<file path="config.mk">
export PLATFORM = sky130hd
export DESIGN_NAME = pbs_vel
export DESIGN_NICKNAME = d
export VERILOG_FILES = /design/src/hdl/particle_euler_bounce_step_assert.svh /design/src/hdl/pbs_pkg.sv /design/src/hdl/pbs_vel.sv
export SDC_FILE = /design/constraint.sdc
export NUM_CORES = 2
export LEC_CHECK = 0
export ABC_AREA = 1
export BUFFER_PORTS_ARGS = -buffer_cell sky130_fd_sc_hd__buf_2
export CAP_MARGIN = 10
export CORE_ASPECT_RATIO = 1.75
export CORE_MARGIN = 1.5
export CORE_UTILIZATION = 25
export CTS_CLUSTER_DIAMETER = 100
export DETAILED_ROUTE_END_ITERATION = 10
export MAX_ROUTING_LAYER = met4
export SLEW_MARGIN = 20
export SYNTH_ARGS = -nofsm -noshare
export SYNTH_HDL_FRONTEND = slang
export SYNTH_SLANG_ARGS = --single-unit
</file>
<file path="constraint.sdc">
create_clock -name clk -period 27.9 [get_ports clk]
set_clock_uncertainty 0.1 [all_clocks]
set_input_delay 8.37 -clock clk [delete_from_list [all_inputs] [get_ports clk]]
set_output_delay 8.37 -clock clk [all_outputs]
set_load 0.01 [all_outputs]
</file>
<file path="src/hdl/particle_euler_bounce_step_assert.svh">
// Assertion macros for the particle Euler step block.
// Used by the top level; depends on nothing else.
`ifndef PARTICLE_EULER_BOUNCE_STEP_ASSERT_SVH
`define PARTICLE_EULER_BOUNCE_STEP_ASSERT_SVH

// Checked on every clock edge outside reset.
`define PBS_ASSERT(lbl, clk_s, rst_s, prop, msg) \
  lbl: assert property (@(posedge clk_s) disable iff (rst_s) prop) else $error(msg);

// Checked on every clock edge, reset included.
`define PBS_ASSERT_ALWAYS(lbl, clk_s, prop, msg) \
  lbl: assert property (@(posedge clk_s) prop) else $error(msg);

`endif

</file>
<file path="src/hdl/pbs_pkg.sv">
// Shared types, register codes and Q8.16 arithmetic helpers for the particle step.
// Used by every module of the block; depends on nothing.
`timescale 1ns / 1ps

package pbs_pkg;

  localparam int QW     = 24;
  localparam int DTW    = 16;
  localparam int FW     = 17;
  localparam int PW     = 48;
  localparam int FRAC   = 16;
  localparam int ADDR_W = 5;
  localparam int DATA_W = 32;

  typedef logic signed [QW-1:0] q_t;
  typedef logic signed [QW:0]   nq_t;
  typedef logic [DTW-1:0]       dt_t;
  typedef logic [FW-1:0]        fac_t;
  typedef logic signed [PW-1:0] wide_t;

  localparam wide_t QMAX = 48'sd8388607;
  localparam wide_t QMIN = -48'sd8388608;
  localparam wide_t HALF = 48'sd32768;

  typedef struct packed {
    q_t [2:0] pos;
    q_t [2:0] vel;
  } particle_t;

  typedef struct packed {
    dt_t  time_step;
    q_t   gravity_accel;
    fac_t drag_factor;
    fac_t bounce_factor;
    q_t   lower_bound;
    q_t   upper_bound;
  } cfg_t;

  typedef enum logic [2:0] {
    REG_TIME_STEP = 3'd0,
    REG_GRAVITY   = 3'd1,
    REG_DRAG      = 3'd2,
    REG_BOUNCE    = 3'd3,
    REG_LOWER     = 3'd4,
    REG_UPPER     = 3'd5
  } reg_idx_t;

  localparam dt_t  RST_TIME_STEP = dt_t'(1092);
  localparam q_t   RST_GRAVITY   = q_t'(-98304);
  localparam fac_t RST_DRAG      = fac_t'(65470);
  localparam fac_t RST_BOUNCE    = fac_t'(39322);
  localparam q_t   RST_LOWER     = q_t'(-64225);
  localparam q_t   RST_UPPER     = q_t'(64225);

  function automatic q_t sat_q(input wide_t v);
    q_t r;
    if (v > QMAX) begin
      r = QMAX[QW-1:0];
    end else if (v < QMIN) begin
      r = QMIN[QW-1:0];
    end else begin
      r = v[QW-1:0];
    end
    return r;
  endfunction

  // Round half toward plus infinity, then drop the fraction with flooring.
  function automatic q_t round_q(input wide_t prod);
    wide_t t;
    t = (prod + HALF) >>> FRAC;
    return sat_q(t);
  endfunction

  function automatic q_t mul_dt(input q_t a, input dt_t b);
    logic signed [QW+DTW:0] p;
    p = a * $signed({1'b0, b});
    return round_q(wide_t'(p));
  endfunction

  function automatic q_t mul_fac(input q_t a, input fac_t b);
    logic signed [QW+FW:0] p;
    p = a * $signed({1'b0, b});
    return round_q(wide_t'(p));
  endfunction

  function automatic q_t mul_neg(input nq_t a, input fac_t b);
    logic signed [QW+FW+1:0] p;
    p = a * $signed({1'b0, b});
    return round_q(wide_t'(p));
  endfunction

  function automatic q_t add_q(input q_t a, input q_t b);
    return sat_q(wide_t'(a) + wide_t'(b));
  endfunction

  function automatic q_t mirror_q(input q_t w, input q_t p);
    return sat_q(wide_t'(w) + wide_t'(w) - wide_t'(p));
  endfunction

  function automatic logic wall_hit(input q_t p, input q_t w, input logic upper);
    return upper ? (p > w) : (p < w);
  endfunction

endpackage

</file>
<file path="src/hdl/pbs_vel.sv">
// Velocity update: gravity product, gravity add on y, then drag on all axes.
// Three register stages with their own valid bits; depends on pbs_pkg.
`timescale 1ns / 1ps

module pbs_vel import pbs_pkg::*; (
  input  logic      clk,
  input  logic      rst,
  input  cfg_t      cfg,
  input  logic      in_valid,
  output logic      in_stall,
  input  particle_t in_data,
  output logic      out_valid,
  input  logic      out_stall,
  output particle_t out_data
);

  logic [2:0] vld;
  logic [2:0] adv;
  particle_t  s0, s1;
  q_t         gdt;

  assign adv[2]    = !vld[2] || !out_stall;
  assign adv[1]    = !vld[1] || adv[2];
  assign adv[0]    = !vld[0] || adv[1];
  assign in_stall  = !adv[0];
  assign out_valid = vld[2];

  always_ff @(posedge clk) begin
    if (rst) begin
      vld <= '0;
    end else begin
      if (adv[0]) vld[0] <= in_valid;
      if (adv[1]) vld[1] <= vld[0];
      if (adv[2]) vld[2] <= vld[1];
    end
  end

  // Stage one forms the gravity increment for y.
  always_ff @(posedge clk) begin
    if (adv[0] && in_valid) begin
      s0  <= in_data;
      gdt <= mul_dt(cfg.gravity_accel, cfg.time_step);
    end
  end

  // Stage two adds it to the y velocity.
  always_ff @(posedge clk) begin
    if (adv[1] && vld[0]) begin
      s1.pos    <= s0.pos;
      s1.vel[0] <= s0.vel[0];
      s1.vel[1] <= add_q(s0.vel[1], gdt);
      s1.vel[2] <= s0.vel[2];
    end
  end

  // Stage three applies drag to every axis.
  always_ff @(posedge clk) begin
    if (adv[2] && vld[1]) begin
      out_data.pos <= s1.pos;
      for (int i = 0; i < 3; i++) begin
        out_data.vel[i] <= mul_fac(s1.vel[i], cfg.drag_factor);
      end
    end
  end

endmodule

</file>
* Yosys cells after proc, flatten, opt, wreduce, memory -nomap -nowiden *
Cells that the tools add are included.

operators by class
  $add $sub $neg = 5
  multiply operators = 4
  muxes and demuxes = 5
  reductions and logical operators = 11
  order comparisons = 10

operator list
  operator                number
  $add 42x17->43 const B  3
  $mul 24x18->42          3
  $mux 24                 5
  $gt 27x24->1 const B    3
  $lt 27x24->1 const B    3
  $add 41x17->42 const B  1
  $mul 24x17->41          1
  $gt 26x24->1 const B    1
  $lt 26x24->1 const B    1
  $add 24x24->25          1
  $gt 25x24->1 const B    1
  $lt 25x24->1 const B    1
  $logic_not 1->1         5
  $logic_and 1x1->1       3
  $logic_or 1x1->1        3

storage, ports and cells
  output and inout bits = 146
  bits of input ports = 270
  logic and storage cells = 57
  register bits after elaboration = 459

* Depth between registers and ports, before layout *
  depth in word-level cells = 5
  mapped depth = 33

* Worst setup path after synthesis *
No wires, ideal clock.

  path kind = input-to-output
  start point = input out_stall
  end point = output in_stall
  cell stages on the path = 4
  data required time = 19.430 ns
  path slack = 10.647 ns
  arrival = 8.783 ns
  path buffers = 0
  path through = nand2_1 -> nor2_1 -> inv_1 -> nor2_1

on the way
  cells in the longest elaborated chain, start to end = 5

ends and longest elaborated chain
  what              RTL line       source
  from (decl)       pbs_vel.sv:13  input logic out_stall,
  $logic_not 1->1   pbs_vel.sv:22  assign adv[2] = !vld[2] || !out_stall;
  $logic_or 1x1->1  pbs_vel.sv:22
  $logic_or 1x1->1  pbs_vel.sv:23  assign adv[1] = !vld[1] || adv[2];
  $logic_or 1x1->1  pbs_vel.sv:24  assign adv[0] = !vld[0] || adv[1];
  $logic_not 1->1   pbs_vel.sv:25  assign in_stall = !adv[0];
  to (decl)         pbs_vel.sv:10  output logic in_stall,

Every way passes these cells.

* Final worst setup path *
Ends and elaborated chain as after synthesis.

==> qor.yml <==
synth:
  synthCells: 9751
  syn_area_sq_um: 80800
  synth_cell_types: 46
  ys_ff_latch: 459
  synth_nets: 12100
  yosysWarnings: 0
  avgSynthCellArea_sq_um: 8.29
  ys_seq_area_share_pct: 17.0
sta:
  final-hold-violation-count: 0
  clock.fmax_ghz: 0.0567
  final-max-slew-violation-count: 0
  rsz0062_at_grt: "false"
  period_share_pct: 63.3
  worstMarginPinSlew_ns: 1.07
  period_minus_slack_ns: 17.65
  tns_ns: 0
  setup_violations: 0
  relSlewSlack_pct: 28.8
grt:
  grt_pass1_vias: 65300
  use_met1_pct: 14.8
  track_usage_pct: 14.8
  antenna_found_initial: 28
  grt_busiest_layer: "met2"
  use_met3_pct: 1.30
  grt_max_degree: 95
  grt_pass1_wl_um: 360000
  met2_usage_pct: 28.7
  grt-ovfl-total: 0
flow_run:
  maxCapViolations: 0
drt:
  vias: 58600
  drc: 0
  routed_wl_um: 231000
  post_drt_via_cell_ratio: 4.13
  first_pass_iters: 7
  drt-initial-drc-count: 2613
  postRouteAntennaNets: 0
  drt-wirelength-per-cell_um: 16.3
worst_setup_path:
  r2r_cells: 24
  path_delay_family: "simple AND/OR/NAND/NOR gates"
  path_max_fanout: 3
  critPathCapture: "in_stall"
  cp-start-kind: "primary input"
  cpMaxStageDelayCell: "nor2_1"
  path_cells: "buf_2 -> nand2_1 -> nor2_1 -> inv_1 -> nor2_1 -> buf_2"
  max_stage_delay_ns: 0.26
  path_buf_inv: 3
  end_kind: "output port"
  r2r-start: "s1[71]"
  path_class: "in -> out"
  worst-path-stages: 6
  required_ns: 19.43
  reg2reg_slack_ns: 20.00
  r2r-end: "out_data[60]"
  startpoint: "out_stall"
  critPathArrivalTime_ns: 9.18
die:
  core.rowCount: 276
  ioPinCount: 416
  coreArea_sq_um: 322000
  start_util_pct: 25.1
  dieArea_sq_um: 327000
  fp.dieW_um: 433
  die_y_um: 755
cells_and_area:
  area.growth.synth_to_final_pct: 9.49
  final_common_cell: "inv_1"
  layout_common_cells: "inv_1, nand2_1, fa_1, ha_1, edfxtp_1"
  drive_gt1_share_pct: 5.35
  nNetsFinal: 12200
min_path:
  hp-class: "reg -> reg"
  hold_start: "s0[62]"
  hold_depth: 0
clock_network:
  post_cts_resized: 0
  h-tree-depth: 2
  holdBufCountCts: 0
  clkTransAtPathRegs_ns: 0.08
  tritoncts: "built"
  clock-root-buffer: "clkbuf_16"
  clock_sinks: 459
  clockBufferDepth: 3
  postCtsSetupBuffers: 0
  numCtsBuffers: 47
  clock_latency_ns: 0.70
placement:
  place.gp.congestion: 0.927
  dp_hpwl_um: 189000
  io_buffer_count: 350
status:
  outcome: "completed"
-- cells in the mapped netlist (all sizes together) --
master     n  area, sq um
a211oi     4         30.0
o21a       9         67.6
o21ai     68          363
xor2      65          569
a31o       1         8.76
ha       515         6440
nand4     23          150
buf       31          265
dfxtp      3         60.1
nor2     272         1050
o31ai      1         7.51
or2        5         31.3
fa      1593        31900
clkbuf   349         1310
inv     3203        12000
o211ai     2         15.0
nor3      23          135
o21bai    32          240
a21boi     7         52.6
a21oi    187          940
and3       1         6.26
nand3b     9         67.6
a21o      15          113
edfxtp   456        13700
a31oi      5         31.3
nand3    133          696
xnor2     42          368
nor4       6         43.8
and2       3         18.8
nor3b      1         12.5
nand2   2687        10100
-- how the worst min path moves through the flow --
stage,slack [ns],end
after floorplan,0.30,out_data[100]
after global placement,0.30,s1[87]
after detailed placement,0.30,out_data[109]
after CTS,0.30,s1[62]
after global routing,0.32,s1[75]
final,0.31,s1[62]
-- cells by family after synthesis --
| family | count (synthesis) | share of synthesized area, % |
|---|---|---|
| AO/OA/AOI/OAI | 331 | 2.31 |
| XOR/XNOR | 107 | 1.16 |
| adder cells (fa/ha/maj) | 2108 | 47.4 |
| buffers and inverters | 3583 | 16.8 |
| flip-flops | 459 | 17.0 |
| AND/OR/NAND/NOR | 3163 | 15.3 |
-- per-stage QoR --
stage / setup WS, ns / instances / utilization, % / instance area, sq um / hold WS [ns]
2_1_floorplan: 10.65 / 9751 / - / 80800 / 0.300
3_3_place_gp: 10.25 / 14100 / 26.9 / 86800 / 0.300
3_5_place_dp: 10.26 / 14100 / 26.9 / 86800 / 0.305
4_1_cts: 10.26 / 14200 / 27.5 / 88500 / 0.303
5_1_grt: 10.22 / 14200 / 27.5 / 88500 / 0.319
6_report: 10.25 / 14200 / 27.5 / 88500 / 0.308
-- area by class of cell --
type | count | area (sq um)
clock buffers | 48 | 1180
clock inverters | 40 | 502
diodes | 20 | 50.0
flip-flops and latches | 459 | 13800
well taps | 4309 | 5390
fillers | 34700 | 234000
inverters | 3203 | 12000
repair buffers | 389 | 2100
multi-input cells | 5709 | 53500
-- registers in the layout (all words and copies together) (netlist names) --
signal,count
out_data,144
s1,144
vld,3
s0,144
gdt,24
-- metal layers --
layer	routed length, um	share of wire [%]
met1	81800	35
met2	129000	56
met3	9140	4.0
met4	10200	4.4
met5	0	0
Power is left out: the tool's default activity adds up to more than one toggle a clock period on the data nets, which glitch-free logic cannot reach.
