<file path="src/hdl/particle_euler_bounce_step_assert.svh">
// Assertion macros for the particle Euler step block.
// Used by the top level; depends on nothing else.
`ifndef PARTICLE_EULER_BOUNCE_STEP_ASSERT_SVH
`define PARTICLE_EULER_BOUNCE_STEP_ASSERT_SVH

// Checked on every clock edge outside reset.
`define PBS_ASSERT(lbl, clk_s, rst_s, prop, msg) \
  lbl: assert property (@(posedge clk_s) disable iff (rst_s) prop) else $error(msg);

// Checked on every clock edge, reset included.
`define PBS_ASSERT_ALWAYS(lbl, clk_s, prop, msg) \
  lbl: assert property (@(posedge clk_s) prop) else $error(msg);

`endif

</file>
<file path="src/hdl/pbs_pkg.sv">
// Shared types, register codes and Q8.16 arithmetic helpers for the particle step.
// Used by every module of the block; depends on nothing.
`timescale 1ns / 1ps

package pbs_pkg;

  localparam int QW     = 24;
  localparam int DTW    = 16;
  localparam int FW     = 17;
  localparam int PW     = 48;
  localparam int FRAC   = 16;
  localparam int ADDR_W = 5;
  localparam int DATA_W = 32;

  typedef logic signed [QW-1:0] q_t;
  typedef logic signed [QW:0]   nq_t;
  typedef logic [DTW-1:0]       dt_t;
  typedef logic [FW-1:0]        fac_t;
  typedef logic signed [PW-1:0] wide_t;

  localparam wide_t QMAX = 48'sd8388607;
  localparam wide_t QMIN = -48'sd8388608;
  localparam wide_t HALF = 48'sd32768;

  typedef struct packed {
    q_t [2:0] pos;
    q_t [2:0] vel;
  } particle_t;

  typedef struct packed {
    dt_t  time_step;
    q_t   gravity_accel;
    fac_t drag_factor;
    fac_t bounce_factor;
    q_t   lower_bound;
    q_t   upper_bound;
  } cfg_t;

  typedef enum logic [2:0] {
    REG_TIME_STEP = 3'd0,
    REG_GRAVITY   = 3'd1,
    REG_DRAG      = 3'd2,
    REG_BOUNCE    = 3'd3,
    REG_LOWER     = 3'd4,
    REG_UPPER     = 3'd5
  } reg_idx_t;

  localparam dt_t  RST_TIME_STEP = dt_t'(1092);
  localparam q_t   RST_GRAVITY   = q_t'(-98304);
  localparam fac_t RST_DRAG      = fac_t'(65470);
  localparam fac_t RST_BOUNCE    = fac_t'(39322);
  localparam q_t   RST_LOWER     = q_t'(-64225);
  localparam q_t   RST_UPPER     = q_t'(64225);

  function automatic q_t sat_q(input wide_t v);
    q_t r;
    if (v > QMAX) begin
      r = QMAX[QW-1:0];
    end else if (v < QMIN) begin
      r = QMIN[QW-1:0];
    end else begin
      r = v[QW-1:0];
    end
    return r;
  endfunction

  // Round half toward plus infinity, then drop the fraction with flooring.
  function automatic q_t round_q(input wide_t prod);
    wide_t t;
    t = (prod + HALF) >>> FRAC;
    return sat_q(t);
  endfunction

  function automatic q_t mul_dt(input q_t a, input dt_t b);
    logic signed [QW+DTW:0] p;
    p = a * $signed({1'b0, b});
    return round_q(wide_t'(p));
  endfunction

  function automatic q_t mul_fac(input q_t a, input fac_t b);
    logic signed [QW+FW:0] p;
    p = a * $signed({1'b0, b});
    return round_q(wide_t'(p));
  endfunction

  function automatic q_t mul_neg(input nq_t a, input fac_t b);
    logic signed [QW+FW+1:0] p;
    p = a * $signed({1'b0, b});
    return round_q(wide_t'(p));
  endfunction

  function automatic q_t add_q(input q_t a, input q_t b);
    return sat_q(wide_t'(a) + wide_t'(b));
  endfunction

  function automatic q_t mirror_q(input q_t w, input q_t p);
    return sat_q(wide_t'(w) + wide_t'(w) - wide_t'(p));
  endfunction

  function automatic logic wall_hit(input q_t p, input q_t w, input logic upper);
    return upper ? (p > w) : (p < w);
  endfunction

endpackage

</file>
<file path="src/hdl/pbs_cfg.sv">
// APB register file holding the step, gravity, drag, bounce and wall settings.
// Depends on pbs_pkg.
`timescale 1ns / 1ps

module pbs_cfg import pbs_pkg::*; (
  input  logic              clk,
  input  logic              rst,
  input  logic              psel,
  input  logic              penable,
  input  logic              pwrite,
  input  logic [ADDR_W-1:0] paddr,
  input  logic [DATA_W-1:0] pwdata,
  output logic [DATA_W-1:0] prdata,
  output logic              pready,
  output cfg_t              cfg
);

  logic     wr;
  reg_idx_t idx;

  assign wr     = psel && penable && pwrite;
  assign idx    = reg_idx_t'(paddr[ADDR_W-1:2]);
  assign pready = 1'b1;

  always_ff @(posedge clk) begin
    if (rst) begin
      cfg.time_step     <= RST_TIME_STEP;
      cfg.gravity_accel <= RST_GRAVITY;
      cfg.drag_factor   <= RST_DRAG;
      cfg.bounce_factor <= RST_BOUNCE;
      cfg.lower_bound   <= RST_LOWER;
      cfg.upper_bound   <= RST_UPPER;
    end else if (wr) begin
      unique case (idx)
        REG_TIME_STEP: cfg.time_step     <= pwdata[DTW-1:0];
        REG_GRAVITY:   cfg.gravity_accel <= pwdata[QW-1:0];
        REG_DRAG:      cfg.drag_factor   <= pwdata[FW-1:0];
        REG_BOUNCE:    cfg.bounce_factor <= pwdata[FW-1:0];
        REG_LOWER:     cfg.lower_bound   <= pwdata[QW-1:0];
        REG_UPPER:     cfg.upper_bound   <= pwdata[QW-1:0];
        default: ;
      endcase
    end
  end

  always_comb begin
    unique case (idx)
      REG_TIME_STEP: prdata = DATA_W'(cfg.time_step);
      REG_GRAVITY:   prdata = DATA_W'(unsigned'(cfg.gravity_accel));
      REG_DRAG:      prdata = DATA_W'(cfg.drag_factor);
      REG_BOUNCE:    prdata = DATA_W'(cfg.bounce_factor);
      REG_LOWER:     prdata = DATA_W'(unsigned'(cfg.lower_bound));
      REG_UPPER:     prdata = DATA_W'(unsigned'(cfg.upper_bound));
      default:       prdata = '0;
    endcase
  end

endmodule

</file>
<file path="config.mk">
export PLATFORM = sky130hd
export DESIGN_NAME = pbs_cfg
export DESIGN_NICKNAME = d
export VERILOG_FILES = /design/src/hdl/particle_euler_bounce_step_assert.svh /design/src/hdl/pbs_pkg.sv /design/src/hdl/pbs_cfg.sv
export SDC_FILE = /design/constraint.sdc
export NUM_CORES = 1
export LEC_CHECK = 0
export ABC_CLOCK_PERIOD_IN_PS = 3010
export BUFFER_PORTS_ARGS = -buffer_cell sky130_fd_sc_hd__buf_2
export CAP_MARGIN = 20
export CORE_AREA = 4 4 79 155
export DETAILED_ROUTE_END_ITERATION = 7
export DIE_AREA = 0 0 83 159
export PLACE_DENSITY = 0.85
export SLEW_MARGIN = 15
export SYNTH_ARGS = -nofsm -noshare
export SYNTH_HDL_FRONTEND = slang
export SYNTH_SLANG_ARGS = --single-unit
</file>
<file path="constraint.sdc">
create_clock -name clk -period 3.01 [get_ports clk]
set_clock_uncertainty 0.1 [all_clocks]
set_input_delay 0.602 -clock clk [delete_from_list [all_inputs] [get_ports clk]]
set_output_delay 0.602 -clock clk [all_outputs]
set_load 0.05 [all_outputs]
</file>
# Word level (Yosys, flattened, before mapping)
# Cells that the tools add are included.
dict set report totals {
  ff_bits 122
  latchBits 0
  ram_bits 0
  mem_bits_ro 0
  input_bits 42
  out_inout_bits 155
  wordCells 21
  memories 0
}
dict set report classes {
  n_addsub 0
  n_mul 0
  div_mod_pow 0
  order_cmp 0
  eq_ne 5
  n_shift 0
  n_mux 1
  n_bitwise 0
  reduce_logical 9
}
# operator n
set op_table {}
lappend op_table {{$pmux W24 S6} 1}
lappend op_table {{$reduce_and A2 Y1} 6}
lappend op_table {{$eq A3 B2 Y1 const B} 2}
lappend op_table {{$eq A3 B3 Y1 const B} 2}
lappend op_table {{$eq A3 B1 Y1 const B} 1}
lappend op_table {{$logic_not A3 Y1} 1}
lappend op_table {{$logic_and A1 B1 Y1} 2}

# Longest topological paths before layout
dict set report depth {
  word_depth 3
  ltp_mapped 6
  ltp_nobuf 3
}

# Worst setup path before layout
# Ideal clock, no wire load.
dict set report synth_path {
  path_kind {in2out}
  start {in paddr[2]}
  end {out prdata[4]}
  arrival_ns 2.406
  required_time_ns 2.308
  slack_ns -0.098
  path_stages 5
  n_path_buf 2
  cell_sequence {buf_4 > buf_4 > nor2_1 > a22oi_1 > o21ai_0}
}
dict set report synth_between {
  elab_chain_cells 2
  elab_cells_between_ends 7
  classes_between {5 x eq/ne; 1 x mux; 1 x reduce/logical}
}
# item line_no
set synth_lines {}
lappend synth_lines {{start, declared} pbs_cfg.sv:11} ;# input logic [ADDR_W-1:0] paddr,
lappend synth_lines {{$eq A3 B3 Y1 (tied with other cells)} pbs_cfg.sv:47} ;# unique case (idx)
lappend synth_lines {{$pmux W24 S6 (*)} pbs_cfg.sv:47}
lappend synth_lines {{end, declared} pbs_cfg.sv:13} ;# output logic [DATA_W-1:0] prdata,
# Every way passes the cells marked *; elsewhere a longest branch is shown, timed or not.

# Worst setup path in the final report
dict set report layout_path {
  start {in paddr[2]}
  end {out prdata[3]}
}
# Same word-level chain as after synthesis.

==> metrics.txt <==
RSZ-0062 raised after global routing false; CTS tree yes; worst path required time approximately 2.3 ns; actual slew at the worst max-slew pin 1.034 ns; clk_lat worst skew around 0.40 ns; total power 0.004230 W; Routed WL 19160 µm; library cells used by synthesis 38; clock tree sinks 122; Arrival @ worst endpoint ~2.1 ns; Starting Density 0.5497; Hold Vio Cnt, Final 0; first-pass detailed-route iteration total 5; Die Ht approximately 160 µm; Final nets 853; setup tns final 0 ns; fmax 0.3560 GHz; DRC errors left 0; initial antenna violation count 0; Max VDD drop 0.5031 mV; worst rel slew slack 0.3105; yosys warns 0; critical-path cell list buf_2, buf_4, mux2_2, a221o_1, buf_2; fin util 0.6914; clk buf depth 2; Setup violations, final 0; CP delay by family, top buffers and inverters; I/O Buffers around 180; Max-Cap Viols 0; commonest cells after routing, fill and taps aside buf_2, dfxtp_1, mux2i_1; largest net degree at the start of global routing between 80 and 90; fin crit share 0.9333; Pwr Density ~560 nW/µm²; grt total ovfl 0; Initial DRC Count roughly 380; Synth Register Bits 122; Die W about 83 µm; main flop type after synthesis dfxtp_1; layout overhead on the synthesized area 25.76%; synthesized area approximately 6000 µm²; layout cell share with drive strength beyond 1 0.3301; WL/cell 19.87 µm; first-pass GRT wire length 30250 µm; Antenna Cells 0; area of the multi-input gates roughly 3200 µm²; postcts setup bufs 0; via count 5614; GPL Wtd Cong 0.9076; # IOs approximately 200; Largest regs cfg (122); min Tclk post-route ~2.8 ns; Post-Syn Area per Cell roughly 9.4 µm²; Post-synth ARST share 0; outcome complete, no violations; Reg with most FFs cfg; Root Driver clkbuf_16; sequential-to-total area share from yosys stat 0.4059; Die ar. around 13000 µm²; Buffers & Inverters on Critical Path 3; Post-synth EDFFs 0; area of placed instances 6959 µm²; cts hold-fix bufs 0; CP Max Fanout 14; DR vias/cell slightly below 6; TritonCTS Buffers 17; max reg flops 122; CTS HTree Levels 4; Setup crit start paddr[2]; FF/Latch Area around 2400 µm²; vias in the first global route roughly 5900; Reg clk slew, reported paths approximately 0.050 ns; Most common cell on crit path buf_2; core area about 11000 µm²; Hold WC Path Type input pin to flip-flop; Std-Cell Rows 54; Fillers 862; CP max-delay cell mux2_2; Tot GR Track Use 0.2858; Cells after Synth between 600 and 700; design area around 7600 µm²; startpoint types input pin; PostCTS Resize Cnt 0; crit path kind input pin to primary output; DP HPWL 13640 µm; CP peak stage delay between 0.3 and 0.4 ns; reg2reg start cfg[50]; commonest non-fill, non-tap cell in the layout buf_2; max-slew violation count 0; antenna viol nets, final 0; CP endpoint kind primary output; leakage power 3.466 nW; HP Start pwdata[17]
-- final timing paths --
kind,endpoint,slack (ns),cells after the start
min reg2reg,cfg[96],0.39,2
min,cfg[17],0.36,3
max reg2reg,cfg[50],2.07,3
max,prdata[3],0.20,5
-- stage by stage --
step	hold WS, ns	cells	worst slack (ns)
finish	0.3555	964	0.2008
global route	0.3672	964	0.1377
CTS	0.3411	964	0.2261
detailed placement	0.3852	932	0.2091
global placement	0.3726	932	0.2550
floorplan	0.6016	649	0.1714
-- tightest hold or removal path, cell delays in order --
cell and delay (ns):
buf_2 0.11, nand2b_1 0.06, o21ai_1 0.05
-- report_power, final --
part           total, W  internal, W  switching [W]  leakage (nW)
clock network   0.00209      0.00139       0.000705         0.297
logic          0.000500     0.000147       0.000353          2.18
registers       0.00164      0.00163      0.0000102         0.986
-- synthesized netlist by cell type, types with 2 or more instances --
cell | n | share of area
or3_1 | 2 | 0.0021
mux2i_1 | 105 | 0.17
buf_4 | 14 | 0.017
buf_6 | 12 | 0.022
inv_1 | 5 | 0.0031
nor2_1 | 92 | 0.057
nand2_1 | 4 | 0.0025
a221o_1 | 4 | 0.0067
nand3b_1 | 2 | 0.0025
o32ai_1 | 4 | 0.0058
dfxtp_1 | 122 | 0.41
a21oi_1 | 12 | 0.010
nand3_1 | 10 | 0.0083
a22oi_1 | 13 | 0.016
nor2b_1 | 29 | 0.030
mux2_2 | 29 | 0.054
conb_1 | 2 | 0.0012
o221ai_1 | 6 | 0.0087
or2_1 | 2 | 0.0021
o21ai_0 | 54 | 0.045
buf_1 | 3 | 0.0019
clkbuf_1 | 23 | 0.014
a221oi_1 | 4 | 0.0058
o21ai_1 | 10 | 0.0083
or2b_1 | 13 | 0.016
nand2b_1 | 42 | 0.044
buf_2 | 11 | 0.0091
a32oi_1 | 3 | 0.0044
-- cell type report --
| type | count | share of cell area |
|---|---|---|
| Timing Repair Buffer | 207 | 0.1521 |
| Clock inverter | 7 | 0.01488 |
| Sequential cell | 122 | 0.3228 |
| Clock buffer | 25 | 0.06548 |
| Inverter | 5 | 0.002480 |
| Multi-Input combinational cell | 458 | 0.4191 |
| Tap cell | 140 | 0.02315 |
-- cell families after synthesis --
| group | after synthesis | synth area share |
|---|---|---|
| compound gates | 111 | 0.1121 |
| simple gates | 204 | 0.1801 |
| other cells | 2 | 0.001248 |
| flops | 122 | 0.4059 |
| buf+inv | 69 | 0.07174 |
| mux | 134 | 0.2289 |
-- metal layers --
layer  vias to the layer above  share of wire  GRT usage
li1                       2541              -          -
met1                      2695           0.36     0.2906
met2                       299           0.53     0.5066
met3                        79          0.069    0.07198
met4                         0          0.049     0.1890
met5                         -              0          0
No activity file was read; power rests on OpenSTA's default activity.
