### src/hdl/particle_euler_bounce_step_assert.svh
// Assertion macros for the particle Euler step block.
// Used by the top level; depends on nothing else.
`ifndef PARTICLE_EULER_BOUNCE_STEP_ASSERT_SVH
`define PARTICLE_EULER_BOUNCE_STEP_ASSERT_SVH

// Checked on every clock edge outside reset.
`define PBS_ASSERT(lbl, clk_s, rst_s, prop, msg) \
  lbl: assert property (@(posedge clk_s) disable iff (rst_s) prop) else $error(msg);

// Checked on every clock edge, reset included.
`define PBS_ASSERT_ALWAYS(lbl, clk_s, prop, msg) \
  lbl: assert property (@(posedge clk_s) prop) else $error(msg);

`endif

### src/hdl/pbs_pkg.sv
// Shared types, register codes and Q8.16 arithmetic helpers for the particle step.
// Used by every module of the block; depends on nothing.
`timescale 1ns / 1ps

package pbs_pkg;

  localparam int QW     = 24;
  localparam int DTW    = 16;
  localparam int FW     = 17;
  localparam int PW     = 48;
  localparam int FRAC   = 16;
  localparam int ADDR_W = 5;
  localparam int DATA_W = 32;

  typedef logic signed [QW-1:0] q_t;
  typedef logic signed [QW:0]   nq_t;
  typedef logic [DTW-1:0]       dt_t;
  typedef logic [FW-1:0]        fac_t;
  typedef logic signed [PW-1:0] wide_t;

  localparam wide_t QMAX = 48'sd8388607;
  localparam wide_t QMIN = -48'sd8388608;
  localparam wide_t HALF = 48'sd32768;

  typedef struct packed {
    q_t [2:0] pos;
    q_t [2:0] vel;
  } particle_t;

  typedef struct packed {
    dt_t  time_step;
    q_t   gravity_accel;
    fac_t drag_factor;
    fac_t bounce_factor;
    q_t   lower_bound;
    q_t   upper_bound;
  } cfg_t;

  typedef enum logic [2:0] {
    REG_TIME_STEP = 3'd0,
    REG_GRAVITY   = 3'd1,
    REG_DRAG      = 3'd2,
    REG_BOUNCE    = 3'd3,
    REG_LOWER     = 3'd4,
    REG_UPPER     = 3'd5
  } reg_idx_t;

  localparam dt_t  RST_TIME_STEP = dt_t'(1092);
  localparam q_t   RST_GRAVITY   = q_t'(-98304);
  localparam fac_t RST_DRAG      = fac_t'(65470);
  localparam fac_t RST_BOUNCE    = fac_t'(39322);
  localparam q_t   RST_LOWER     = q_t'(-64225);
  localparam q_t   RST_UPPER     = q_t'(64225);

  function automatic q_t sat_q(input wide_t v);
    q_t r;
    if (v > QMAX) begin
      r = QMAX[QW-1:0];
    end else if (v < QMIN) begin
      r = QMIN[QW-1:0];
    end else begin
      r = v[QW-1:0];
    end
    return r;
  endfunction

  // Round half toward plus infinity, then drop the fraction with flooring.
  function automatic q_t round_q(input wide_t prod);
    wide_t t;
    t = (prod + HALF) >>> FRAC;
    return sat_q(t);
  endfunction

  function automatic q_t mul_dt(input q_t a, input dt_t b);
    logic signed [QW+DTW:0] p;
    p = a * $signed({1'b0, b});
    return round_q(wide_t'(p));
  endfunction

  function automatic q_t mul_fac(input q_t a, input fac_t b);
    logic signed [QW+FW:0] p;
    p = a * $signed({1'b0, b});
    return round_q(wide_t'(p));
  endfunction

  function automatic q_t mul_neg(input nq_t a, input fac_t b);
    logic signed [QW+FW+1:0] p;
    p = a * $signed({1'b0, b});
    return round_q(wide_t'(p));
  endfunction

  function automatic q_t add_q(input q_t a, input q_t b);
    return sat_q(wide_t'(a) + wide_t'(b));
  endfunction

  function automatic q_t mirror_q(input q_t w, input q_t p);
    return sat_q(wide_t'(w) + wide_t'(w) - wide_t'(p));
  endfunction

  function automatic logic wall_hit(input q_t p, input q_t w, input logic upper);
    return upper ? (p > w) : (p < w);
  endfunction

endpackage

### src/hdl/pbs_pos.sv
// Position update: velocity times step, then saturating add to the position.
// Two register stages with their own valid bits; depends on pbs_pkg.
`timescale 1ns / 1ps

module pbs_pos import pbs_pkg::*; (
  input  logic      clk,
  input  logic      rst,
  input  cfg_t      cfg,
  input  logic      in_valid,
  output logic      in_stall,
  input  particle_t in_data,
  output logic      out_valid,
  input  logic      out_stall,
  output particle_t out_data
);

  logic [1:0] vld;
  logic [1:0] adv;
  particle_t  s0;
  q_t [2:0]   dpos;

  assign adv[1]    = !vld[1] || !out_stall;
  assign adv[0]    = !vld[0] || adv[1];
  assign in_stall  = !adv[0];
  assign out_valid = vld[1];

  always_ff @(posedge clk) begin
    if (rst) begin
      vld <= '0;
    end else begin
      if (adv[0]) vld[0] <= in_valid;
      if (adv[1]) vld[1] <= vld[0];
    end
  end

  always_ff @(posedge clk) begin
    if (adv[0] && in_valid) begin
      s0 <= in_data;
      for (int i = 0; i < 3; i++) begin
        dpos[i] <= mul_dt(in_data.vel[i], cfg.time_step);
      end
    end
  end

  always_ff @(posedge clk) begin
    if (adv[1] && vld[0]) begin
      out_data.vel <= s0.vel;
      for (int i = 0; i < 3; i++) begin
        out_data.pos[i] <= add_q(s0.pos[i], dpos[i]);
      end
    end
  end

endmodule

### config.mk
export PLATFORM = sky130hd
export DESIGN_NAME = pbs_pos
export DESIGN_NICKNAME = d
export VERILOG_FILES = /design/src/hdl/particle_euler_bounce_step_assert.svh /design/src/hdl/pbs_pkg.sv /design/src/hdl/pbs_pos.sv
export SDC_FILE = /design/constraint.sdc
export NUM_CORES = 2
export LEC_CHECK = 0
export BUFFER_PORTS_ARGS = -buffer_cell sky130_fd_sc_hd__buf_2
export CORE_ASPECT_RATIO = 0.5
export CORE_MARGIN = 8
export CORE_UTILIZATION = 40
export DETAILED_ROUTE_END_ITERATION = 8
export RECOVER_POWER = 50
export SYNTH_ARGS = -nofsm -noshare
export SYNTH_HDL_FRONTEND = slang
export SYNTH_SLANG_ARGS = --single-unit
export TNS_END_PERCENT = 100
### constraint.sdc
create_clock -name clk -period 16.7 [get_ports clk]
set_clock_uncertainty 0.05 [all_clocks]
set_input_delay 3.34 -clock clk [delete_from_list [all_inputs] [get_ports clk]]
set_output_delay 3.34 -clock clk [all_outputs]
set_load 0.1 [all_outputs]
Word level (Yosys, flattened, before mapping)
Index checks and enable logic that the tools add are counted.

Flip-flop bits (word level): 362. Input port bits: 270. Word-level logic and storage cells: 52.

$add $sub $neg: 6. $mul: 3. $lt $le $gt $ge: 12. Muxes and demuxes: 6. Reductions and logical operators: 8.

Operators by type and width (number): 2-to-1 mux 24 bit (6); adder 41 x 17 -> 42 bit (second input constant) (3); multiplier 24 x 17 -> 41 bit (3); > comparator 26 x 24 -> 1 bit (second input constant) (3); < comparator 26 x 24 -> 1 bit (second input constant) (3); adder 24 x 24 -> 25 bit (3); > comparator 25 x 24 -> 1 bit (second input constant) (3); < comparator 25 x 24 -> 1 bit (second input constant) (3); zero test 1 bit (4); logical AND 1 bit (2); logical OR 1 bit (2).

Depth between registers and ports, before layout
Word-level depth: 4. Gate-level depth with buffers: 28.

Worst setup path after synthesis
OpenSTA, ideal clock, no wires.

Kind: input port to flip-flop. From: input out_stall. To: register out_data[0] in the netlist's numbering (enable). Arrival time: 13738 ps. Path slack: 2046 ps. Stages: 1. Buffers on the path: 0. Cell sequence: a21boi_0.

Word-level cells in the longest chain between the ends: 3.

Ends and longest elaborated chain: start, declared (line pbs_pos.sv:13) `input logic out_stall,`; zero test 1 bit (line pbs_pos.sv:22) `assign adv[1] = !vld[1] || !out_stall;`; logical OR 1 bit (line pbs_pos.sv:22); logical AND 1 bit (line pbs_pos.sv:46) `if (adv[1] && vld[0]) begin`; end, declared (line pbs_pos.sv:14) `output particle_t out_data`.

No other way between the ends. A chain may end at the register's enable or synchronous reset.

Final worst setup path
From: input cfg[109] in the netlist's numbering. To: register dpos[23] in the netlist's numbering (data pin).

Word-level cells in the longest chain between the ends: 4. Elaborated cells between the ends (all ways): 5.

Ends and longest elaborated chain: start, declared (line pbs_pos.sv:8) `input cfg_t cfg,`; multiplier 24 x 17 -> 41 bit (*) (line pbs_pkg.sv:76) `p = a * $signed({1'b0, b});`; adder 41 x 17 -> 42 bit (*) (line pbs_pkg.sv:70) `t = (prod + HALF) >>> FRAC;`; < comparator 26 x 24 -> 1 bit (line pbs_pkg.sv:59) `end else if (v < QMIN) begin`; 2-to-1 mux 24 bit (line pbs_pkg.sv:59); end signal, assigned by index (line pbs_pos.sv:40) `dpos[i] <= mul_dt(in_data.vel[i], cfg.time_step);`; end, declared (line pbs_pos.sv:20) `q_t [2:0] dpos;`.

Mark *: on every way between the ends. The rest lies on a longest branch, timed or not.

==> results.md <==
* Clk buf depth at 3
* DRC at 0
* Status: finished, violations left
* CP Launch Type: input pin
* # nets final at 7832
* Cts bufs inserted at 39
* Register area at 10900 sq um
* Placer Congestion at approximately 0.9
* Max-slew headroom at -148%
* I/O pin cnt at 416
* Hold Crit Class: register to register
* Top cell type's share of synthesized area at 39.2%
* Fin. Hold Viols at 0
* Largest net degree at the start of global routing at 73
* Detailed Route WL at 150 mm
* Cts hold-fix bufs at 0
* Syn Std Cell Area at ~58000 sq um
* Min cycle time layout at around 11 ns
* R2R cell count at 3
* Post-CTS Setup Bufs at 0
* Slowest stage cell on the critical path: xor2_1
* Max Transition Viols Final at about 170
* CP max stage delay at 0.89 ns
* Measured slew at the worst slew-check pin at about 3.7 ns
* Max cap viols at 4
* # setup viols final at 0
* Net Count, Synth at a little under 8000
* Worst skew pair latency at roughly 0.62 ns
* Synth warnings at 0
* Post-cts sizing count at 0
* Vias per cell at just under 5
* Vias in the first global route at between 40000 and 50000
* Area of the multi-input gates at 40900 sq um
* Vias at between 30000 and 40000
* HPWL after DPL at 116 mm
* Clk root buf: clkbuf_16
* Fill cell count at 14200
* CTS tree: yes
* Initial antenna violation count at 14
* Primary FF master, synth: edfxtp_1
* Syn avg cell area at ~10 sq um
* Cell repeated most along the worst path: fa_1
* Post-synthesis cell count at between 5000 and 6000
* Hold Path Stages at 0
* Cell row count at between 90 and 100
* Yosys cell types at between 80 and 90
* Synthesis-stage register bit count at 362
* Die Wd at approximately 560 microns
* Routed Antenna Nets at 0
* Synth top area cells: fa_1 39%, edfxtp_1 19%, inv_1 9.8%, ha_1 9.2%, and2_1 7.8%
* Layout Area Growth over Synthesis at 7.84%
* Delay-heaviest family, CP: adder cells
* Layout cells sized above 1 at 5.82%
* Ys async rst share at 0%
* DR pass1 iterations at 7
* Setup TNS at 0 ns
* CP Buf/Inv Count at 5
* CP Depth at 22
* CP Cell Sequence: buf_2 -> buf_4 -> nand2_1 -> fa_1 -> fa_1 -> inv_1 -> fa_1 -> fa_1 -> fa_1 -> inv_1 -> fa_1 -> inv_1 -> ha_1 -> a21o_1 -> a2111oi_0 -> o21ai_0 -> a22o_1 -> a31oi_1 -> o31ai_4 -> a21o_1 -> a21oi_1 -> xor2_1
* Critical Path End Type: register
* Initial Util at between 40% and 50%
* Critical Path AT at ~12 ns
* Worst-path clk slew at 0.07 ns
* PortBufs at between 300 and 400
* Core area at 145000 sq um
* # H-tree levels at 2
* Crit-path max FO at 47
* Grt total ovfl at 0
* WL/cell at approximately 19 microns
* Final Cycle Share at 68.7%
* Leading area contributor after synthesis: fa_1
* Failing checks: capacitance limit, slew limit
* Worst path required time at 16.89 ns
* Die area at 159000 sq um
* Critical path class: input pin to register
* Gr usage total at about a fifth
* Max frequency at 87.2 MHz
* First-pass GRT wire length at roughly 240 mm
* RSZ-0062 raised after global routing: no
* Die height at around 290 microns
* Post-synthesis sequential area ratio at ~19%
* Post-synth EDFFs at 360
* Drt first-iter violations at 2582
* Clock sinks at between 300 and 400
[metrics by stage]
step / cells / utilization (%) / setup WS, ns / hold WS (ns) / area [sq um]
finish: 7997 / 43.3 / 5.24 / 0.363 / 63000
detailed placement: 7918 / 42.5 / 4.84 / 0.355 / 61800
global route: 7994 / 43.3 / 4.76 / 0.371 / 63000
CTS: 7987 / 43.4 / 5.46 / 0.364 / 63100
floorplan: 5839 / - / 2.05 / 0.350 / 58400
global placement: 7918 / 42.5 / 4.86 / 0.350 / 61800
[final timing paths]
check	from	end	slack [ns]
worst min register to register	s0[60]	out_data[60]	0.36
worst max register to register	vld[0]	out_data[22]	11.72
worst min-delay path	s0[60]	out_data[60]	0.36
worst max-delay path	cfg[109]	dpos[23]	5.24
[synthesized netlist by cell type (all sizes together), types with 20 or more instances]
| cell type | n |
|---|---|
| and2 | 731 |
| a21oi | 162 |
| clkbuf | 208 |
| nand2 | 503 |
| nor2 | 68 |
| inv | 1532 |
| xnor2 | 90 |
| fa | 1143 |
| buf | 24 |
| o21ai | 91 |
| o22ai | 20 |
| nor2b | 21 |
| nand3 | 26 |
| ha | 429 |
| edfxtp | 360 |
| a21o | 114 |
| xor2 | 57 |
[per-layer routing]
layer  global-route usage (%)  up-vias  routed length [microns]
met1                     26.4    20200                    66900
met2                     29.4      949                    65600
met4                     3.76        6                     2760
li1                         -    17800                        -
met3                     6.37      159                    14300
met5                     1.48        -                      338
[layout make-up]
| type | instances | share of cell area (%) |
|---|---|---|
| multi-input cells | 3713 | 64.9 |
| flip-flops and latches | 362 | 17.2 |
| inverters | 1532 | 9.13 |
| well taps | 1969 | 3.91 |
| repair buffers | 342 | 2.66 |
| clock buffers | 43 | 1.57 |
| clock inverters | 26 | 0.588 |
| diodes | 10 | 0.0397 |
[flip-flops by register name (all words and copies together), names as in the netlist]
signal / cells
s0: 144
dpos: 72
vld: 2
out_data: 144
[cells by family (layout without fill, tap and decap cells)]
family / count (synthesis) / after routing / synth area share [%]
muxes: 5 / 5 / 0.0857
xor gates and xnor gates: 147 / 147 / 2.25
other: 0 / 10 / 0
and+or+nand+nor: 1439 / 1439 / 13.0
buffers and inverters: 1764 / 1943 / 11.4
DFF: 362 / 362 / 18.6
AOI/OAI and AO/OA: 540 / 540 / 6.16
adders and majority gates: 1582 / 1582 / 48.5
[layout by cell type, fill, tap and decap left out, drive strengths merged, types with 18 or more instances in the layout]
master  netlist  final
inv        1532   1537
fa         1143   1143
and2        731    731
nand2       503    503
ha          429    429
edfxtp      360    360
buf          24    255
a21oi       162    162
clkbuf      208    130
a21o        114    114
o21ai        91     91
xnor2        90     90
nor2         68     68
xor2         57     57
nand3        26     26
nor2b        21     21
o22ai        20     20
o21a         18     18
a211oi       18     18
Power is left out: the tool's default activity adds up to more than one toggle a clock period on the data nets, which glitch-free logic cannot reach.
