File: src/hdl/particle_euler_bounce_step_assert.svh
// Assertion macros for the particle Euler step block.
// Used by the top level; depends on nothing else.
`ifndef PARTICLE_EULER_BOUNCE_STEP_ASSERT_SVH
`define PARTICLE_EULER_BOUNCE_STEP_ASSERT_SVH

// Checked on every clock edge outside reset.
`define PBS_ASSERT(lbl, clk_s, rst_s, prop, msg) \
  lbl: assert property (@(posedge clk_s) disable iff (rst_s) prop) else $error(msg);

// Checked on every clock edge, reset included.
`define PBS_ASSERT_ALWAYS(lbl, clk_s, prop, msg) \
  lbl: assert property (@(posedge clk_s) prop) else $error(msg);

`endif

File: src/hdl/pbs_pkg.sv
// Shared types, register codes and Q8.16 arithmetic helpers for the particle step.
// Used by every module of the block; depends on nothing.
`timescale 1ns / 1ps

package pbs_pkg;

  localparam int QW     = 24;
  localparam int DTW    = 16;
  localparam int FW     = 17;
  localparam int PW     = 48;
  localparam int FRAC   = 16;
  localparam int ADDR_W = 5;
  localparam int DATA_W = 32;

  typedef logic signed [QW-1:0] q_t;
  typedef logic signed [QW:0]   nq_t;
  typedef logic [DTW-1:0]       dt_t;
  typedef logic [FW-1:0]        fac_t;
  typedef logic signed [PW-1:0] wide_t;

  localparam wide_t QMAX = 48'sd8388607;
  localparam wide_t QMIN = -48'sd8388608;
  localparam wide_t HALF = 48'sd32768;

  typedef struct packed {
    q_t [2:0] pos;
    q_t [2:0] vel;
  } particle_t;

  typedef struct packed {
    dt_t  time_step;
    q_t   gravity_accel;
    fac_t drag_factor;
    fac_t bounce_factor;
    q_t   lower_bound;
    q_t   upper_bound;
  } cfg_t;

  typedef enum logic [2:0] {
    REG_TIME_STEP = 3'd0,
    REG_GRAVITY   = 3'd1,
    REG_DRAG      = 3'd2,
    REG_BOUNCE    = 3'd3,
    REG_LOWER     = 3'd4,
    REG_UPPER     = 3'd5
  } reg_idx_t;

  localparam dt_t  RST_TIME_STEP = dt_t'(1092);
  localparam q_t   RST_GRAVITY   = q_t'(-98304);
  localparam fac_t RST_DRAG      = fac_t'(65470);
  localparam fac_t RST_BOUNCE    = fac_t'(39322);
  localparam q_t   RST_LOWER     = q_t'(-64225);
  localparam q_t   RST_UPPER     = q_t'(64225);

  function automatic q_t sat_q(input wide_t v);
    q_t r;
    if (v > QMAX) begin
      r = QMAX[QW-1:0];
    end else if (v < QMIN) begin
      r = QMIN[QW-1:0];
    end else begin
      r = v[QW-1:0];
    end
    return r;
  endfunction

  // Round half toward plus infinity, then drop the fraction with flooring.
  function automatic q_t round_q(input wide_t prod);
    wide_t t;
    t = (prod + HALF) >>> FRAC;
    return sat_q(t);
  endfunction

  function automatic q_t mul_dt(input q_t a, input dt_t b);
    logic signed [QW+DTW:0] p;
    p = a * $signed({1'b0, b});
    return round_q(wide_t'(p));
  endfunction

  function automatic q_t mul_fac(input q_t a, input fac_t b);
    logic signed [QW+FW:0] p;
    p = a * $signed({1'b0, b});
    return round_q(wide_t'(p));
  endfunction

  function automatic q_t mul_neg(input nq_t a, input fac_t b);
    logic signed [QW+FW+1:0] p;
    p = a * $signed({1'b0, b});
    return round_q(wide_t'(p));
  endfunction

  function automatic q_t add_q(input q_t a, input q_t b);
    return sat_q(wide_t'(a) + wide_t'(b));
  endfunction

  function automatic q_t mirror_q(input q_t w, input q_t p);
    return sat_q(wide_t'(w) + wide_t'(w) - wide_t'(p));
  endfunction

  function automatic logic wall_hit(input q_t p, input q_t w, input logic upper);
    return upper ? (p > w) : (p < w);
  endfunction

endpackage

File: src/hdl/pbs_wall.sv
// One wall test on all three axes: compare and mirror, then scale the velocity.
// Two register stages with their own valid bits; depends on pbs_pkg.
`timescale 1ns / 1ps

module pbs_wall import pbs_pkg::*; (
  input  logic      clk,
  input  logic      rst,
  input  q_t        wall,
  input  logic      upper,
  input  fac_t      bounce,
  input  logic      in_valid,
  output logic      in_stall,
  input  particle_t in_data,
  output logic      out_valid,
  input  logic      out_stall,
  output particle_t out_data
);

  logic [1:0] vld;
  logic [1:0] adv;
  particle_t  s0;
  logic [2:0] hit;
  nq_t        nvel [3];

  assign adv[1]    = !vld[1] || !out_stall;
  assign adv[0]    = !vld[0] || adv[1];
  assign in_stall  = !adv[0];
  assign out_valid = vld[1];

  always_ff @(posedge clk) begin
    if (rst) begin
      vld <= '0;
    end else begin
      if (adv[0]) vld[0] <= in_valid;
      if (adv[1]) vld[1] <= vld[0];
    end
  end

  // The negated velocity is kept one bit wider so the most negative value
  // flips exactly before it is scaled.
  always_ff @(posedge clk) begin
    if (adv[0] && in_valid) begin
      s0.vel <= in_data.vel;
      for (int i = 0; i < 3; i++) begin
        hit[i]  <= wall_hit(in_data.pos[i], wall, upper);
        nvel[i] <= -nq_t'(q_t'(in_data.vel[i]));
        s0.pos[i] <= wall_hit(in_data.pos[i], wall, upper) ?
                     mirror_q(wall, in_data.pos[i]) : in_data.pos[i];
      end
    end
  end

  always_ff @(posedge clk) begin
    if (adv[1] && vld[0]) begin
      out_data.pos <= s0.pos;
      for (int i = 0; i < 3; i++) begin
        out_data.vel[i] <= hit[i] ? mul_neg(nvel[i], bounce) : s0.vel[i];
      end
    end
  end

endmodule

File: config.mk
export PLATFORM = sky130hd
export DESIGN_NAME = pbs_wall
export DESIGN_NICKNAME = d
export VERILOG_FILES = /design/src/hdl/particle_euler_bounce_step_assert.svh /design/src/hdl/pbs_pkg.sv /design/src/hdl/pbs_wall.sv
export SDC_FILE = /design/constraint.sdc
export NUM_CORES = 2
export LEC_CHECK = 0
export ABC_AREA = 0
export BUFFER_PORTS_ARGS = -buffer_cell sky130_fd_sc_hd__buf_4
export CAP_MARGIN = 40
export CORE_MARGIN = 1.5
export CORE_UTILIZATION = 46
export DETAILED_ROUTE_END_ITERATION = 6
export PLACE_DENSITY = 0.75
export SLEW_MARGIN = 20
export SYNTH_ARGS = -nofsm -noshare
export SYNTH_HDL_FRONTEND = slang
export SYNTH_SLANG_ARGS = --single-unit
export TNS_END_PERCENT = 20
File: constraint.sdc
create_clock -name clk -period 28.3 [get_ports clk]
set_clock_uncertainty 0.05 [all_clocks]
set_input_delay 2.83 -clock clk [delete_from_list [all_inputs] [get_ports clk]]
set_output_delay 2.83 -clock clk [all_outputs]
set_load 0.05 [all_outputs]
* Yosys cells after proc, flatten, opt, wreduce, memory -nomap -nowiden *
Memory sizes are Yosys's and may differ from the RTL's.
Index checks and enable logic that the tools add are counted.

word-level totals
  bits in registers = 293
  memory bits (writable) = 75
  input bits = 190
  output and inout bits = 146
  logic and storage cells = 78
  memories kept = 1

memories
  memory  words  bits a word  rd ports  clocked after Yosys merged registers in  wr ports  RTL line        RTL
  nvel    3      25           3         0                                        3         pbs_wall.sv:23  nq_t nvel [3];

cells by class
  add/sub/neg operators = 10
  multipliers = 3
  magnitude comparators = 18
  mux-type cells = 23
  reduce and logical (&&, ||, !) cells = 8

operator list
  operator                  count
  $mux W24                  18
  $add A43 B17 Y44 const B  3
  $mul A25 B18 Y43          3
  $gt A48 B24 Y1 const B    2
  $lt A48 B24 Y1 const B    2
  $gt A28 B24 Y1 const B    3
  $lt A28 B24 Y1 const B    3
  $sub A25 B24 Y26          3
  $neg A24 Y25              3
  $gt A24 B24 Y1            3
  $lt A24 B24 Y1            3
  $gt A26 B24 Y1 const B    1
  $lt A26 B24 Y1 const B    1
  $add A24 B24 Y25          1
  $mux W1                   5
  $logic_not A1 Y1          4
  $logic_and A1 B1 Y1       2
  $logic_or A1 B1 Y1        2

* Depth between registers and ports, before layout *
  depth in word-level cells = 6
  mapped depth = 30
  mapped depth without buffers = 27

* Worst setup path after synthesis *
No wires, ideal clock.

  path type = input -> register
  from = input out_stall
  to = register out_data[0] (netlist bit) (enable)
  setup time = 866 ps
  arrival time = 13228 ps
  required time = 27384 ps
  path slack = 14156 ps
  stages = 1
  path buffers = 0
  path through = a21boi_0

between the ends
  longest elaborated chain between the ends = 3

RTL lines
  item                 RTL line        RTL
  start, declared      pbs_wall.sv:15  input logic out_stall,
  $logic_not A1 Y1     pbs_wall.sv:25  assign adv[1] = !vld[1] || !out_stall;
  $logic_or A1 B1 Y1   pbs_wall.sv:25
  $logic_and A1 B1 Y1  pbs_wall.sv:54  if (adv[1] && vld[0]) begin
  end, declared        pbs_wall.sv:16  output particle_t out_data

No other way between the ends.
A chain may end at the register's enable or synchronous reset.

* Final worst setup path *
  from = input bounce[4]
  to = register out_data[9] (netlist bit), data pin

between the ends
  longest elaborated chain between the ends = 6
  elaborated cells on any way between the ends = 7
  those cells by class = 1 x add/sub; 1 x mul; 2 x order compare; 3 x mux

RTL lines
  item                RTL line        RTL
  start, declared     pbs_wall.sv:10  input fac_t bounce,
  $mul A25 B18 Y43 *  pbs_pkg.sv:88   p = a * $signed({1'b0, b});
  $add A43 B17 Y44 *  pbs_pkg.sv:70   t = (prod + HALF) >>> FRAC;
  $lt A28 B24 Y1      pbs_pkg.sv:59   end else if (v < QMIN) begin
  $mux W24            pbs_pkg.sv:59
  $mux W24 *          pbs_pkg.sv:57   if (v > QMAX) begin
  $mux W24 *          pbs_wall.sv:57  out_data.vel[i] <= hit[i] ? mul_neg(nvel[i], bounce) : s0.vel[i];

Every way passes the cells marked *; elsewhere a longest branch is shown, timed or not.

==> out/results.txt <==
Status = complete, no violations
Die area = 0.146 sq mm
Commonest non-fill, non-tap cell in the layout = inv_1
Mapped Avg Cell Area = 9.74 sq um
Worst hold path startpoint = s0[100]
Min-Delay Path Depth = 0
Post-synthesis register bit count = 365
Post-layout util = 50.7%
Unique masters post-synth = 78
Fin Setup TNS = 0 ns
Tcrit/Tclk final = 37.2%
Drt total wl = 176000 microns
Clock sink count = 365
CTS clk-pin slew, worst paths = 0.06 ns
R2R depth = 24
Die Span Y = 382 microns
Post-synthesis sequential area ratio = 16.6%
FILL cells = 12707
Critical Path RT = 28.71 ns
IO Port Bufs = 335
Worst Setup Path Type = input port to flip-flop
Worst stage delay on the critical path = 0.62 ns
H-tree levels = 2
Slew Viols, Final = 0
1st-pass router iterations = 6
Routed Antenna Nets = 0
Num ports = 336
Final critical-path required period = 10.51 ns
Wire length per cell = 19.9 microns
# resized after CTS = 0
Most frequent cells in the layout = inv_1 (1558), fa_1 (1260), and2_1 (840), nand2_1 (614), ha_1 (528)
Unrepaired setup endpoints after global routing = false
WP buf/inv = 7
R2R Path End = out_data[9]
Critical path depth in cells = 26
Number of global-route vias before repair = 51860
Final-stage net count = 8915
Remaining global-route overflow = 0
Worst path top cell family by delay = adder cells
First-pass GRT wire length = 283000 microns
Clock root cell = clkbuf_16
CP endpoint kind = flip-flop
Crit-path max FO = 49
EDFF count, synth = 363
Yosys warning total = 0
Drt drc = 0
Top FF cell, synth = edfxtp_1
Via count = 47229
Final GP Congestion = 0.940
Chip width = 382 microns
Fmax = 95.1 MHz
Max Cap Viol = 0
Final Hold Vio Count = 0
Initial Util = 46.5%
CTS Hold Bufs = 0
Crit path DAT = 10.93 ns
Hold Path End = out_data[100]
Slew @ Worst Pin = 0.990 ns
Reg2reg start = nvel[0][3]
HPWL after DPL = 138000 microns
Via density = 5.33
Share of cells above drive strength 1 = 7.17%
1st-iter DRT viols = 3071
Pin count of the biggest net entering global routing = 156
Worst hold path type = flip-flop to flip-flop
Post-Synthesis Cells = 6778
Post-synthesis async set-or-reset flop share = 0%
Clk_lat worst skew = 0.63 ns
Synth Cell Area = 0.0660 sq mm
Post-Syn Nets = 8756
Slew headroom = 34.0%
CP max stage cell = a211o_1
CP Launch Type = input port
Leading area contributor after synthesis = fa_1
CP most frequent cell = fa_1
Post-CTS Setup Bufs = 0
Antenna violations before repair = 21
Maximum clock path buffer count = 3
CTS tree = built
Synth area leaders = fa_1 (38%), edfxtp_1 (17%), ha_1 (10%)
Setup violators final = 0
Area delta synth->final = 9.08%
Row count = 138
Num CTS Buffers = 44
GRT Total Usage = 24.8%
CORE AREA = 0.142 sq mm
Area share of the largest cell type after synthesis = 38.2%
R2r setup slk = 19.95 ns
-- worst max-delay path by stage --
stage	from	end	slack, ns
CTS	bounce[4]	out_data[9]	17.86
finish	bounce[4]	out_data[9]	17.79
global route	bounce[4]	out_data[3]	17.23
detailed placement	bounce[4]	out_data[9]	17.21
floorplan	out_stall	out_data[0]	14.16
global placement	bounce[10]	out_data[1]	17.26
-- layout make-up --
class,instances,area (sq um),area share (%)
Clock inverter,21,273,0.379
Antenna cell,5,12.5,0.0174
Timing Repair Buffer,385,3210,4.45
Sequential cell,365,10900,15.2
Inverter,1558,5850,8.12
Clock buffer,51,1150,1.59
Multi-Input combinational cell,4583,48200,67.0
Tap cell,1890,2360,3.28
-- cells by family (layout without fill, tap and decap cells) --
family          count (synthesis)  count (layout)  synth area share, %
mux                             7               7                0.110
simple gates                 1911            1911                 15.0
fa+ha+maj                    1788            1788                 48.2
other cells                     0               5                    0
flops                         365             365                 16.6
xor+xnor                      225             225                 2.98
compound gates                652             652                 6.68
buf+inv                      1830            2015                 10.5
-- synthesized netlist by cell type, drive strengths merged, types with 18 or more instances --
| library cell | count |
|---|---|
| inv | 1558 |
| fa | 1260 |
| and2 | 840 |
| nand2 | 614 |
| ha | 528 |
| edfxtp | 363 |
| clkbuf | 250 |
| a21oi | 235 |
| nor2 | 188 |
| xnor2 | 156 |
| o21ai | 97 |
| a21o | 95 |
| xor2 | 69 |
| a221o | 58 |
| nor3 | 48 |
| nand3 | 37 |
| nand4 | 37 |
| nor2b | 36 |
| nand2b | 31 |
| o21a | 24 |
| buf | 22 |
| nor4 | 21 |
| o211ai | 20 |
| a31oi | 19 |
| o31ai | 18 |
-- metrics by stage --
step / worst slack (ns) / instances / hold WS, ns / cell area [sq um]
6_report: 17.79 / 8858 / 0.365 / 72000
4_1_cts: 17.86 / 8838 / 0.368 / 71800
5_1_grt: 17.23 / 8856 / 0.368 / 72000
3_5_place_dp: 17.21 / 8766 / 0.355 / 70300
2_1_floorplan: 14.16 / 6778 / 0.350 / 66000
3_3_place_gp: 17.26 / 8756 / 0.352 / 70100
-- registers in the layout, indices dropped and copies added, names as in the netlist --
register,flops
out_data,144
hit,3
s0,144
nvel,72
vld,2
-- metal layers --
layer | vias up | global-route usage (%) | share of wire (%)
met3 | 421 | 5.21 | 8.0
li1 | 21046 | - | -
met1 | 23931 | 30.6 | 39
met2 | 1799 | 42.8 | 49
met5 | - | 0 | 0.12
met4 | 32 | 9.01 | 3.8
Power is left out: the tool's default activity adds up to more than one toggle a clock period on the data nets, which glitch-free logic cannot reach.
